==> config.mk <==
export PLATFORM = sky130hd
export DESIGN_NAME = dwarf_encoded_pointer_decoder_flat
export DESIGN_NICKNAME = d
export VERILOG_FILES = /design/src/rtl/edpd_pkg.sv /design/src/rtl/edpd_chan_if.sv /design/src/rtl/edpd_front.sv /design/src/rtl/edpd_queue.sv /design/src/rtl/edpd_back.sv /design/src/rtl/dwarf_encoded_pointer_decoder.sv /design/src/flat_wrapper.sv
export SDC_FILE = /design/constraint.sdc
export NUM_CORES = 1
export LEC_CHECK = 0
export BUFFER_PORTS_ARGS = -buffer_cell sky130_fd_sc_hd__buf_4
export CELL_PAD_IN_SITES_DETAIL_PLACEMENT = 1
export CELL_PAD_IN_SITES_GLOBAL_PLACEMENT = 1
export CORE_ASPECT_RATIO = 1.4
export CORE_UTILIZATION = 48
export DETAILED_ROUTE_END_ITERATION = 16
export PLACE_DENSITY = 0.86
export SLEW_MARGIN = 0
export SYNTH_ARGS = -nofsm -noshare
export SYNTH_HDL_FRONTEND = slang
export SYNTH_SLANG_ARGS = --single-unit
export TNS_END_PERCENT = 10
==> constraint.sdc <==
create_clock -name clock -period 9.3 [get_ports clock]
set_input_delay 1.86 -clock clock [delete_from_list [all_inputs] [get_ports clock]]
set_output_delay 1.86 -clock clock [all_outputs]
set_load 0.005 [all_outputs]
==> src/rtl/edpd_pkg.sv <==
package edpd_pkg;

   localparam int POINTER_BITS_DEFAULT  = 64;
   localparam int MAX_LEB_BYTES_DEFAULT = 10;
   localparam int QUEUE_DEPTH           = 2;

   // encoding byte fields
   localparam logic [7:0] ENC_OMIT     = 8'hFF;
   localparam logic [2:0] MODE_ABS     = 3'h0;
   localparam logic [2:0] MODE_PCREL   = 3'h1;
   localparam logic [3:0] FMT_ABSPTR   = 4'h0;
   localparam logic [3:0] FMT_ULEB128  = 4'h1;
   localparam logic [3:0] FMT_UDATA2   = 4'h2;
   localparam logic [3:0] FMT_UDATA4   = 4'h3;
   localparam logic [3:0] FMT_UDATA8   = 4'h4;
   localparam logic [3:0] FMT_SLEB128  = 4'h9;
   localparam logic [3:0] FMT_SDATA2   = 4'hA;
   localparam logic [3:0] FMT_SDATA4   = 4'hB;
   localparam logic [3:0] FMT_SDATA8   = 4'hC;

   typedef enum logic [1:0] {
      ERR_NONE     = 2'd0,
      ERR_FORMAT   = 2'd1,
      ERR_MODE     = 2'd2,
      ERR_OVERLONG = 2'd3
   } error_type;

   typedef enum logic [2:0] {
      KIND_OMIT       = 3'd0,
      KIND_BAD_FORMAT = 3'd1,
      KIND_BAD_MODE   = 3'd2,
      KIND_LEB        = 3'd3,
      KIND_FIXED      = 3'd4
   } kind_type;

   typedef struct packed {
      logic [7:0]  data_byte;
      logic [7:0]  encoding;
      logic [63:0] field_address;
   } req_payload_type;

   typedef struct packed {
      logic [63:0] pointer_value;
      logic        needs_indirect;
      logic        byte_consumed;
      logic [1:0]  error_code;
   } rsp_payload_type;

   // classified byte handed from the front to the back
   typedef struct packed {
      kind_type    kind;
      logic [7:0]  data_byte;
      logic [63:0] field_address;
      logic [3:0]  size;
      logic        is_signed;
      logic        relative;
      logic        indirect;
   } entry_type;

endpackage

==> src/rtl/edpd_chan_if.sv <==
interface edpd_chan_if #(
   parameter type payload_type = logic
);
   logic        valid;
   logic        ready;
   payload_type payload;

   modport source (output valid, output payload, input ready);
   modport sink   (input valid, input payload, output ready);
endinterface

==> src/rtl/edpd_front.sv <==
module edpd_front #(
   parameter int POINTER_BITS = edpd_pkg::POINTER_BITS_DEFAULT
) (
   edpd_chan_if.sink          req_chan,
   output logic               push_valid,
   input  logic               push_ready,
   output edpd_pkg::entry_type push_entry
);
   import edpd_pkg::*;

   localparam logic [3:0] PTR_BYTES = 4'(POINTER_BITS / 8);

   logic [3:0] fmt;
   logic [2:0] mode;
   logic       fmt_ok;
   logic       is_leb;
   logic [3:0] size;

   assign fmt  = req_chan.payload.encoding[3:0];
   assign mode = req_chan.payload.encoding[6:4];

   always_comb begin
      fmt_ok = 1'b1;
      is_leb = 1'b0;
      size   = 4'd0;
      unique case (fmt)
         FMT_ABSPTR:               size = PTR_BYTES;
         FMT_ULEB128, FMT_SLEB128: is_leb = 1'b1;
         FMT_UDATA2, FMT_SDATA2:   size = 4'd2;
         FMT_UDATA4, FMT_SDATA4:   size = 4'd4;
         FMT_UDATA8, FMT_SDATA8:   size = 4'd8;
         default:                  fmt_ok = 1'b0;
      endcase
   end

   always_comb begin
      push_entry.data_byte     = req_chan.payload.data_byte;
      push_entry.field_address = req_chan.payload.field_address;
      push_entry.size          = size;
      push_entry.is_signed     = fmt[3];
      push_entry.relative      = (mode == MODE_PCREL);
      push_entry.indirect      = req_chan.payload.encoding[7];
      // format error wins over mode error
      priority if (req_chan.payload.encoding == ENC_OMIT) begin
         push_entry.kind = KIND_OMIT;
      end else if (!fmt_ok) begin
         push_entry.kind = KIND_BAD_FORMAT;
      end else if (mode != MODE_ABS && mode != MODE_PCREL) begin
         push_entry.kind = KIND_BAD_MODE;
      end else if (is_leb) begin
         push_entry.kind = KIND_LEB;
      end else begin
         push_entry.kind = KIND_FIXED;
      end
   end

   assign push_valid     = req_chan.valid;
   assign req_chan.ready = push_ready;

endmodule

==> src/rtl/edpd_queue.sv <==
module edpd_queue #(
   parameter int DEPTH = edpd_pkg::QUEUE_DEPTH
) (
   input  logic                clock,
   input  logic                reset,
   input  logic                in_valid,
   output logic                in_ready,
   input  edpd_pkg::entry_type in_entry,
   output logic                out_valid,
   input  logic                out_pop,
   output edpd_pkg::entry_type out_entry
);
   import edpd_pkg::*;

   localparam int PTR_W = (DEPTH > 1) ? $clog2(DEPTH) : 1;
   localparam int CNT_W = $clog2(DEPTH + 1);
   localparam logic [PTR_W-1:0] LAST  = PTR_W'(DEPTH - 1);
   localparam logic [CNT_W-1:0] FULL  = CNT_W'(DEPTH);

   entry_type        slots_ff [DEPTH];
   logic [PTR_W-1:0] wr_ptr_ff, wr_ptr_in;
   logic [PTR_W-1:0] rd_ptr_ff, rd_ptr_in;
   logic [CNT_W-1:0] count_ff, count_in;
   logic             push;
   logic             pop;

   assign in_ready  = (count_ff != FULL);
   assign out_valid = (count_ff != '0);
   assign out_entry = slots_ff[rd_ptr_ff];
   assign push      = in_valid && in_ready;
   assign pop       = out_pop && out_valid;

   always_comb begin
      wr_ptr_in = wr_ptr_ff;
      rd_ptr_in = rd_ptr_ff;
      count_in  = count_ff;
      if (push) begin
         wr_ptr_in = (wr_ptr_ff == LAST) ? '0 : wr_ptr_ff + 1'b1;
      end
      if (pop) begin
         rd_ptr_in = (rd_ptr_ff == LAST) ? '0 : rd_ptr_ff + 1'b1;
      end
      if (push && !pop) begin
         count_in = count_ff + 1'b1;
      end else if (pop && !push) begin
         count_in = count_ff - 1'b1;
      end
   end

   always_ff @(posedge clock) begin
      if (reset) begin
         wr_ptr_ff <= '0;
         rd_ptr_ff <= '0;
         count_ff  <= '0;
      end else begin
         wr_ptr_ff <= wr_ptr_in;
         rd_ptr_ff <= rd_ptr_in;
         count_ff  <= count_in;
      end
   end

   always_ff @(posedge clock) begin
      if (push) begin
         slots_ff[wr_ptr_ff] <= in_entry;
      end
   end

endmodule

==> src/rtl/edpd_back.sv <==
module edpd_back #(
   parameter int POINTER_BITS  = edpd_pkg::POINTER_BITS_DEFAULT,
   parameter int MAX_LEB_BYTES = edpd_pkg::MAX_LEB_BYTES_DEFAULT
) (
   input  logic                clock,
   input  logic                reset,
   input  logic                entry_valid,
   input  edpd_pkg::entry_type entry,
   output logic                entry_pop,
   edpd_chan_if.source         rsp_chan
);
   import edpd_pkg::*;

   localparam logic [63:0] PTR_MASK  = {64{1'b1}} >> (64 - POINTER_BITS);
   localparam logic [3:0]  LEB_LIMIT = 4'(MAX_LEB_BYTES);

   // field state
   logic [63:0] acc_ff, acc_in;
   logic [6:0]  shift_ff, shift_in;
   logic [3:0]  taken_ff, taken_in;
   logic        busy_ff, busy_in;
   logic [63:0] start_ff, start_in;

   // output register
   logic            rsp_valid_ff, rsp_valid_in;
   rsp_payload_type rsp_ff, rsp_in;

   logic        is_leb;
   logic [63:0] start_addr;
   logic [63:0] lane;
   logic [63:0] merged;
   logic [6:0]  shift_next;
   logic [3:0]  taken_next;
   logic [63:0] leb_val;
   logic [6:0]  size_bits;
   logic [5:0]  sign_idx;
   logic [63:0] keep_mask;
   logic        fix_sign;
   logic [63:0] fix_val;
   logic [63:0] val_m;
   logic [63:0] val_sum;
   logic [63:0] final_val;

   assign entry_pop = entry_valid && (!rsp_valid_ff || rsp_chan.ready);

   always_comb begin
      is_leb     = (entry.kind == KIND_LEB);
      start_addr = busy_ff ? start_ff : entry.field_address;
      lane       = is_leb ? {57'd0, entry.data_byte[6:0]} : {56'd0, entry.data_byte};
      // bits landing past bit 63 are dropped
      merged     = shift_ff[6] ? acc_ff : (acc_ff | (lane << shift_ff[5:0]));
      shift_next = shift_ff + (is_leb ? 7'd7 : 7'd8);
      taken_next = taken_ff + 4'd1;

      leb_val = merged;
      if (entry.is_signed && entry.data_byte[6] && !shift_next[6]) begin
         leb_val = merged | ({64{1'b1}} << shift_next[5:0]);
      end

      size_bits = {entry.size, 3'b000};
      sign_idx  = size_bits[5:0] - 6'd1;
      keep_mask = size_bits[6] ? {64{1'b1}} : ~({64{1'b1}} << size_bits[5:0]);
      fix_sign  = entry.is_signed && !size_bits[6] && merged[sign_idx];
      fix_val   = (merged & keep_mask) | (fix_sign ? ~keep_mask : 64'd0);

      val_m     = (is_leb ? leb_val : fix_val) & PTR_MASK;
      val_sum   = val_m + start_addr;
      final_val = (entry.relative && val_m != 64'd0) ? (val_sum & PTR_MASK) : val_m;
   end

   always_comb begin
      acc_in       = acc_ff;
      shift_in     = shift_ff;
      taken_in     = taken_ff;
      busy_in      = busy_ff;
      start_in     = start_ff;
      rsp_valid_in = rsp_valid_ff && !rsp_chan.ready;
      rsp_in       = rsp_ff;
      if (entry_pop) begin
         // default: field ends with a good result
         acc_in                = '0;
         shift_in              = '0;
         taken_in              = '0;
         busy_in               = 1'b0;
         rsp_valid_in          = 1'b1;
         rsp_in.pointer_value  = final_val;
         rsp_in.needs_indirect = (final_val != 64'd0) && entry.indirect;
         rsp_in.byte_consumed  = 1'b1;
         rsp_in.error_code     = ERR_NONE;
         unique case (entry.kind)
            KIND_OMIT: begin
               rsp_in.pointer_value  = '0;
               rsp_in.needs_indirect = 1'b0;
               rsp_in.byte_consumed  = 1'b0;
            end
            KIND_BAD_FORMAT: begin
               rsp_in.pointer_value  = '0;
               rsp_in.needs_indirect = 1'b0;
               rsp_in.error_code     = ERR_FORMAT;
            end
            KIND_BAD_MODE: begin
               rsp_in.pointer_value  = '0;
               rsp_in.needs_indirect = 1'b0;
               rsp_in.error_code     = ERR_MODE;
            end
            KIND_LEB: begin
               if (entry.data_byte[7]) begin
                  if (taken_next >= LEB_LIMIT) begin
                     rsp_in.pointer_value  = '0;
                     rsp_in.needs_indirect = 1'b0;
                     rsp_in.error_code     = ERR_OVERLONG;
                  end else begin
                     acc_in       = merged;
                     shift_in     = shift_next;
                     taken_in     = taken_next;
                     busy_in      = 1'b1;
                     start_in     = start_addr;
                     rsp_valid_in = 1'b0;
                  end
               end
            end
            KIND_FIXED: begin
               if (taken_next < entry.size) begin
                  acc_in       = merged;
                  shift_in     = shift_next;
                  taken_in     = taken_next;
                  busy_in      = 1'b1;
                  start_in     = start_addr;
                  rsp_valid_in = 1'b0;
               end
            end
            default: begin
               rsp_valid_in = 1'b0;
            end
         endcase
      end
   end

   always_ff @(posedge clock) begin
      if (reset) begin
         acc_ff       <= '0;
         shift_ff     <= '0;
         taken_ff     <= '0;
         busy_ff      <= 1'b0;
         start_ff     <= '0;
         rsp_valid_ff <= 1'b0;
      end else begin
         acc_ff       <= acc_in;
         shift_ff     <= shift_in;
         taken_ff     <= taken_in;
         busy_ff      <= busy_in;
         start_ff     <= start_in;
         rsp_valid_ff <= rsp_valid_in;
      end
   end

   always_ff @(posedge clock) begin
      rsp_ff <= rsp_in;
   end

   assign rsp_chan.valid   = rsp_valid_ff;
   assign rsp_chan.payload = rsp_ff;

endmodule

==> src/rtl/dwarf_encoded_pointer_decoder.sv <==
// Decodes one exception-table encoded pointer from a byte stream.
// req_chan carries one table byte per transaction, with the encoding byte
// and the byte's own address; the address of a field's first byte is kept
// for pc-relative adds. rsp_chan carries at most one result per byte: the
// pointer, the indirect flag, whether the byte was used, and an error code.
// Bytes in the middle of a field give no result.
// Each byte passes the queue slot and then the back end's output register.
// Throughput: one byte per cycle unless the receiver stalls, set by the back
// end's combinational accumulate step (shift, merge, extend, relative add).
// The front end classifies each byte and writes it into a two-entry queue;
// req_chan.ready is low only while that queue is full.
// When the receiver stalls, the result holds in the output register while
// the queue keeps taking bytes until it fills.
// Reset (synchronous, active high) empties the queue, drops any field in
// progress and clears rsp_chan.valid.
module dwarf_encoded_pointer_decoder #(
   parameter int POINTER_BITS  = edpd_pkg::POINTER_BITS_DEFAULT,
   parameter int MAX_LEB_BYTES = edpd_pkg::MAX_LEB_BYTES_DEFAULT
) (
   input logic         clock,
   input logic         reset,
   edpd_chan_if.sink   req_chan,
   edpd_chan_if.source rsp_chan
);
   import edpd_pkg::*;

   localparam logic [63:0] PTR_MASK = {64{1'b1}} >> (64 - POINTER_BITS);

   logic      push_valid;
   logic      push_ready;
   entry_type push_entry;
   logic      head_valid;
   logic      head_pop;
   entry_type head_entry;

   edpd_front #(
      .POINTER_BITS (POINTER_BITS)
   ) u_front (
      .req_chan   (req_chan),
      .push_valid (push_valid),
      .push_ready (push_ready),
      .push_entry (push_entry)
   );

   edpd_queue #(
      .DEPTH (QUEUE_DEPTH)
   ) u_queue (
      .clock     (clock),
      .reset     (reset),
      .in_valid  (push_valid),
      .in_ready  (push_ready),
      .in_entry  (push_entry),
      .out_valid (head_valid),
      .out_pop   (head_pop),
      .out_entry (head_entry)
   );

   edpd_back #(
      .POINTER_BITS  (POINTER_BITS),
      .MAX_LEB_BYTES (MAX_LEB_BYTES)
   ) u_back (
      .clock       (clock),
      .reset       (reset),
      .entry_valid (head_valid),
      .entry       (head_entry),
      .entry_pop   (head_pop),
      .rsp_chan    (rsp_chan)
   );

   // omit answers carry nothing but the flag
   a_omit_clean: assert property (@(posedge clock) disable iff (reset)
      rsp_chan.valid && !rsp_chan.payload.byte_consumed |->
         rsp_chan.payload.pointer_value == 64'd0 &&
         rsp_chan.payload.error_code == ERR_NONE)
      else $error("omit result carries a value or error");

   a_error_zero: assert property (@(posedge clock) disable iff (reset)
      rsp_chan.valid && rsp_chan.payload.error_code != ERR_NONE |->
         rsp_chan.payload.pointer_value == 64'd0 && !rsp_chan.payload.needs_indirect)
      else $error("error result carries a value");

   a_indirect_nonzero: assert property (@(posedge clock) disable iff (reset)
      rsp_chan.valid && rsp_chan.payload.needs_indirect |->
         rsp_chan.payload.pointer_value != 64'd0)
      else $error("indirect flag on a zero pointer");

   a_ptr_width: assert property (@(posedge clock) disable iff (reset)
      rsp_chan.valid |-> (rsp_chan.payload.pointer_value & ~PTR_MASK) == 64'd0)
      else $error("pointer exceeds pointer width");

endmodule

==> src/flat_wrapper.sv <==
// flat-port wrapper written by rule: the top's interface ports become plain ports
module dwarf_encoded_pointer_decoder_flat import edpd_pkg::*;
#(
   parameter int POINTER_BITS  = edpd_pkg::POINTER_BITS_DEFAULT,
   parameter int MAX_LEB_BYTES = edpd_pkg::MAX_LEB_BYTES_DEFAULT
)
  (clock, reset, req_chan_valid, req_chan_payload, req_chan_ready, rsp_chan_valid, rsp_chan_payload, rsp_chan_ready);
  edpd_chan_if #(.payload_type(req_payload_type)) req_chan_i ();
  edpd_chan_if #(.payload_type(rsp_payload_type)) rsp_chan_i ();
  input logic clock;
  input logic reset;
  input wire logic [$bits(req_chan_i.valid)-1:0] req_chan_valid;
  input wire logic [$bits(req_chan_i.payload)-1:0] req_chan_payload;
  output wire logic [$bits(req_chan_i.ready)-1:0] req_chan_ready;
  output wire logic [$bits(rsp_chan_i.valid)-1:0] rsp_chan_valid;
  output wire logic [$bits(rsp_chan_i.payload)-1:0] rsp_chan_payload;
  input wire logic [$bits(rsp_chan_i.ready)-1:0] rsp_chan_ready;
  assign req_chan_i.valid = req_chan_valid;
  assign req_chan_i.payload = req_chan_payload;
  assign req_chan_ready = req_chan_i.ready;
  assign rsp_chan_valid = rsp_chan_i.valid;
  assign rsp_chan_payload = rsp_chan_i.payload;
  assign rsp_chan_i.ready = rsp_chan_ready;
  dwarf_encoded_pointer_decoder #(.POINTER_BITS(POINTER_BITS), .MAX_LEB_BYTES(MAX_LEB_BYTES)) u_core (.clock(clock), .reset(reset), .req_chan(req_chan_i), .rsp_chan(rsp_chan_i));
endmodule
* Yosys cells after proc, flatten, opt, wreduce, memory -nomap -nowiden
Memories as Yosys holds them, arrays and structs flattened. A register that Yosys moved wholly into a read port is not among the register bits.
Index checks and enable logic that the tools add are counted.
** Word-level totals
- Flip-flop bits (word level) :: 213
- Bits in latches :: 0
- Bits in writable memories :: 164
- ROM bits :: 0
- Bits of input ports :: 84
- Output and inout bits :: 70
- Logic and storage cells :: 146
- Memories :: 1
** Memories
- u_core.u_queue.slots_ff :: depth 2, bits a word 82, rd ports 1, clocked after Yosys merged registers in 1, write ports 1, RTL line edpd_queue.sv:20 : entry_type slots_ff [DEPTH];
** Operators by class
- Add/subtract/negate cells :: 8
- Multiply operators :: 0
- Divide/modulo/power cells :: 0
- $lt $le $gt $ge :: 3
- Equal/unequal tests :: 19
- Shift-type cells :: 3
- Mux-type cells :: 58
- Bitwise gates (word level) :: 6
- Reductions and logical operators :: 35
** Operators by type and width (number)
- $mux 64 :: 13
- $pmux 64 s2 :: 2
- $or 64x64->64 :: 3
- $mux 65 :: 2
- $pmux 65 s2 :: 1
- $not 64->64 :: 2
- $reduce_bool 64->1 :: 2
- $shl 64x6->64 const A :: 2
- $add 64x64->64 :: 1
- $and 64x64->64 :: 1
- $shl 8x6->64 :: 1
- $mux 7 :: 3
- $mux 1 :: 17
- $eq 4x4->1 const B :: 4
- $mux 4 :: 4
- $pmux 7 s2 :: 1
- $logic_and 1x1->1 :: 13
- $mux 3 :: 4
- $pmux 4 s3 :: 1
- $reduce_or 9->1 :: 1
- $eq 4x2->1 const B :: 2
- $eq 8x8->1 const B :: 1
- $mux 2 :: 4
- $mux 8 :: 1
- 30 further kinds :: 46

* Longest topological paths before layout
- Depth in word-level cells :: 19
- Mapped depth :: 32
- Mapped depth without buffers :: 28

* By module
A second synthesis with hierarchy kept.
** Unflattened totals
- Cell total of the unflattened synthesis :: 2601
- Area total of the unflattened synthesis :: 23973.0 um^2
** By module, submodules not included
- edpd_back :: instances 1, cells each 2226, area an instance 17117.7 um^2, sequential area each 4864.7 um^2
- edpd_queue :: instances 1, cells each 279, area an instance 6135.9 um^2, sequential area each 5024.8 um^2
- edpd_front :: instances 1, cells each 96, area an instance 719.4 um^2, sequential area each 0.0 um^2

* Worst setup path before layout
OpenSTA, ideal clock, no wires.
- Path kind :: reg-to-reg
- From :: memory u_core.u_queue.slots_ff[1][79] (netlist name)
- To :: register u_core.u_back.rsp_ff (netlist bit u_core.u_back.rsp_chan.payload[3]) (data pin)
- Library setup time :: 0.267 ns
- Arrival time :: 7.474 ns
- Data required time :: 9.033 ns
- Setup slack :: 1.559 ns
- Cell stages (with the launch flop) :: 31
- Path buffers :: 4
- Clock period less this slack :: 7.741 ns
- Cell sequence :: edfxtp_1 -> and4b_1 -> clkbuf_1 -> nor2_1 -> inv_1 -> clkbuf_1 -> clkbuf_1 -> ha_1 -> fa_1 -> a211oi_1 -> nor4b_1 -> o311ai_1 -> nor3_1 -> clkbuf_1 -> a221oi_1 -> o21ai_0 -> ha_1 -> nor2b_1 -> o31ai_1 -> a21oi_1 -> o211ai_1 -> nand3_1 -> xnor2_1 -> or4_1 -> or4_1 -> or4_1 -> nor4_1 -> and4_1 -> a31oi_1 -> a211oi_1 -> a31oi_1
** RTL lines
- from (decl) :: RTL line edpd_queue.sv:20
- to (signal assigned) :: RTL line edpd_back.sv:158 : rsp_ff <= rsp_in;
- to (decl) :: RTL line edpd_back.sv:26 : rsp_payload_type rsp_ff, rsp_in;

==> metrics.md <==
| Metric | Value |
|---|---|
| Area Growth Syn to Fin | 14.3% |
| Synthesized net count | 2519 |
| Most area-consuming cells after synthesis | edfxtp_1, dfxtp_1, mux2i_1 |
| Worst-path clk slew | 0.07 ns |
| Initial antenna violation count | 0 |
| Delay-heaviest family, CP | simple AND/OR/NAND/NOR gates |
| Hold Startpoint | u_core.u_back.start_ff[62]$_SDFFE_PP0P_ |
| Initial DRT Pass Iterations | 5 |
| Final GP Congestion | 0.968 |
| CP most frequent cell | or4_1 |
| Kind of critical path | reg2reg |
| CTS tree | yes |
| Top-Level Pins | 154 |
| Min-Delay Endpoint | u_core.u_back.start_ff[62]$_SDFFE_PP0P_ |
| Worst EP required | 9.61 ns |
| Crit-path slowest cell | or4_1 |
| Pin count of the biggest net entering global routing | 98 |
| H-Tree Depth | 2 |
| Via count | 19493 |
| Most common cell in the netlist | nand2_1 |
| Met1 usage | 0.407 |
| Post_cts resized | 0 |
| CTS hold repair buffers | 0 |
| Setup ws final | 0.897 ns |
| Startpoint types | flip-flop |
| Nets@finish | 2636 |
| Yosys Warn Count | 0 |
| Vias in the first global route | 20556 |
| Mapped Area | 0.0218 mm² |
| Post-Synth Adder-Cell Area | 0.0443 |
| Grt met2 use | 0.640 |
| Sequential element share of the synthesized area | 0.451 |
| Count of final setup violators | 0 |
| Worst-Skew Late Latency | 0.58 ns |
| Sw power | 4.73 mW |
| HPWL Detailed | 61.4 mm |
| Post-Synth Simple-Gate Area | 0.173 |
| Final hold vios | 0 |
| Fillers | 5084 |
| Final ANT Viol Nets | 0 |
| Pre-CTS setup slack | 0.979 ns |
| Mux share of post-synthesis cell area | 0.0732 |
| Clock root cell | clkbuf_16 |
| Fin. max-slew vios | 0 |
| Placed insts | 3000 |
| Met3 Usage GRT | 0.0464 |
| Comb pwr share | 0.598 |
| 1st-iter DRT viols | 1525 |
| Non-filler cells, final | 3071 |
| CP bufs+invs | 3 |
| RSZ-0062 raised after global routing | false |
| Die Wd | 182 µm |
| Reg2reg path depth | 27 |
| Maxcap violations | 0 |
| Final wirelength | 83.0 mm |
| Starting Density | 0.486 |
| Worst EP arrival | 8.71 ns |
| Delay of the slowest critical-path stage | 0.56 ns |
| Internal Pwr Total | 5.23 mW |
| Worst-margin pin slew | 1.24 ns |
| Post-synth ARST share | 0 |
| Status | finished, final reports clean |
| Post-synth EDFFs | 230 |
| R2R Path End | u_core.u_back.rsp_chan.payload[3]$_DFFE_PP_ |
| Ys flop type | edfxtp_1 |
| Dpl cell area | 0.0236 mm² |
| Gr busiest metal | met2 |
| Layout cells sized above 1 | 0.128 |
| PortBufs | 153 |
| Seq pwr share | 0.241 |
| Min-Delay Path Class | reg2reg |
| PwrDens | 400 mW/mm² |
| Max Clk Rate | 119 MHz |
| Post-Syn Instances | 2359 |
| Cell Rows | 92 |
| Netlist cell types | 89 |
| Final min period | 8.40 ns |
| Tcrit/Tclk final | 0.904 |
| Worst IR drop on VDD | 611 µV |
| Critical Path Fanout Max | 36 |
| CORE AREA | 0.0449 mm² |
| Post-route cell area | 0.0249 mm² |
| Avg Inst Size Synth | 9.24 µm² |
| Wire per inst | 27.0 µm |
| DRC violations left | 0 |
| Static Leakage | 9.32 nW |
| Flops & latches, synth | 376 |
| CTS Sinks | 376 |
| Net switching fraction of the power | 0.474 |
| Relative slew slack | 0.169 |
| Clock power share | 0.161 |
| Die Height | 254 µm |
| Die area | 0.0463 mm² |
| Vias/cell | 6.35 |
| Total CTS buffers | 38 |
| Total gr overflow | 0 |
| Total Neg Setup Slack | 0 ns |
| Hold Path Stages | 2 |
| Global-route wire length before repair | 125 mm |
| Clk_skew | 0.0198 ns |
| Post-synth top area share | 0.317 |
| Yosys top cell by area | edfxtp_1 |
| CTS Buffer Depth | 3 |
| Worst R2R Setup Slack | 0.90 ns |
| # Post-CTS Setup Buffers | 0 |
| Global-route usage over all layers | 0.357 |
| Largest family of logic cells by synthesized area | compound AO/OA/AOI/OAI gates |
| Synth top cells by count | nand2_1, nor2_1, edfxtp_1, a21oi_1 |
| Compound-Gate Fraction of Synth Area | 0.197 |
| Post-synthesis xor/xnor area fraction | 0.0285 |
| CP endpoint kind | flip-flop |
-- layer usage --
layer	routed length (µm)	vias up
li1	-	8965
met1	32300	9748
met2	41800	575
met3	3680	205
met4	5200	0
met5	0	-
-- worst max-delay path by stage --
stage	from	end	slack, ns	cells after the start
6_report	flip-flop	u_core.u_back.rsp_chan.payload[3]$_DFFE_PP_	0.90	27
5_1_grt	flip-flop	u_core.u_back.rsp_chan.payload[3]$_DFFE_PP_	0.54	27
4_1_cts	flip-flop	u_core.u_back.rsp_chan.payload[3]$_DFFE_PP_	0.95	27
3_5_place_dp	flip-flop	u_core.u_back.rsp_chan.payload[3]$_DFFE_PP_	0.98	27
3_3_place_gp	flip-flop	u_core.u_back.rsp_chan.payload[3]$_DFFE_PP_	1.19	27
2_1_floorplan	u_core.u_queue.slots_ff[1][79]$_DFFE_PP_	u_core.u_back.rsp_chan.payload[3]$_DFFE_PP_	1.56	30
-- through the flow --
step	hold WS [ns]	util	power [mW]
after CTS	0.459	0.555	9.93
final	0.459	0.555	9.96
after detailed placement	0.451	0.526	8.28
after global routing	0.477	0.555	10.5
after global placement	0.441	0.526	8.15
after floorplan	0.432	-	6.25
-- cells by family after synthesis --
logic type / after synthesis
adders and majority gates: 76
AOI/OAI and AO/OA: 668
buffers and inverters: 184
DFF: 376
and+or+nand+nor: 836
muxes: 148
xor gates and xnor gates: 71
-- worst min-delay path: cells and delay by family (launching register included) --
family,cells,cell delay (ns)
AND/OR/NAND/NOR,1,0.05
AO/OA/AOI/OAI,1,0.05
flip-flops,1,0.31
-- layout make-up --
type	instances	area, µm²	area share
Clock inverter	14	145	0.00582
Antenna cell	1	2.50	0.000100
Timing Repair Buffer	212	1590	0.0639
Inverter	49	185	0.00743
Multi-Input combinational cell	1799	11300	0.454
Tap cell	564	706	0.0283
Clock buffer	56	1140	0.0459
Sequential cell	376	9840	0.395
-- flip-flops by register name, indices dropped and copies added (netlist names), named ones only --
register and count:
u_core.u_back.acc_ff 64, u_core.u_back.busy_ff 1, u_core.u_back.rsp_chan.payload 68, u_core.u_back.rsp_chan.valid 1
u_core.u_back.shift_ff 7, u_core.u_back.start_ff 64, u_core.u_back.taken_ff 4, u_core.u_queue.count_ff 2
u_core.u_queue.rd_ptr_ff 1, u_core.u_queue.slots_ff 162, u_core.u_queue.wr_ptr_ff 1
-- cells in the final DEF (no fill, tap or decap), types with 27 or more instances in the layout --
cell type and instances:
edfxtp_1 230, xor2_1 29, a211oi_1 29, o21ai_0 146, nand2_1 297, a221oi_1 27
buf_4 212, a21oi_1 210, mux2i_1 128, dfxtp_1 144, nand3_1 32, inv_1 46
ha_1 74, nor2_1 284, nor3_1 47, a22oi_1 49, xnor2_1 42, clkbuf_16 42
-- power by group through the flow --
| stage | clock network (mW) | logic [mW] | registers, mW |
|---|---|---|---|
| after floorplan | 0 | 3.85 | 2.41 |
| after detailed placement | 0 | 5.85 | 2.43 |
| after global routing | 1.67 | 6.43 | 2.43 |
| after global placement | 0 | 5.74 | 2.41 |
| after CTS | 1.62 | 5.90 | 2.41 |
| final | 1.60 | 5.95 | 2.41 |
Note: power is estimated with default switching activity, not from simulation.
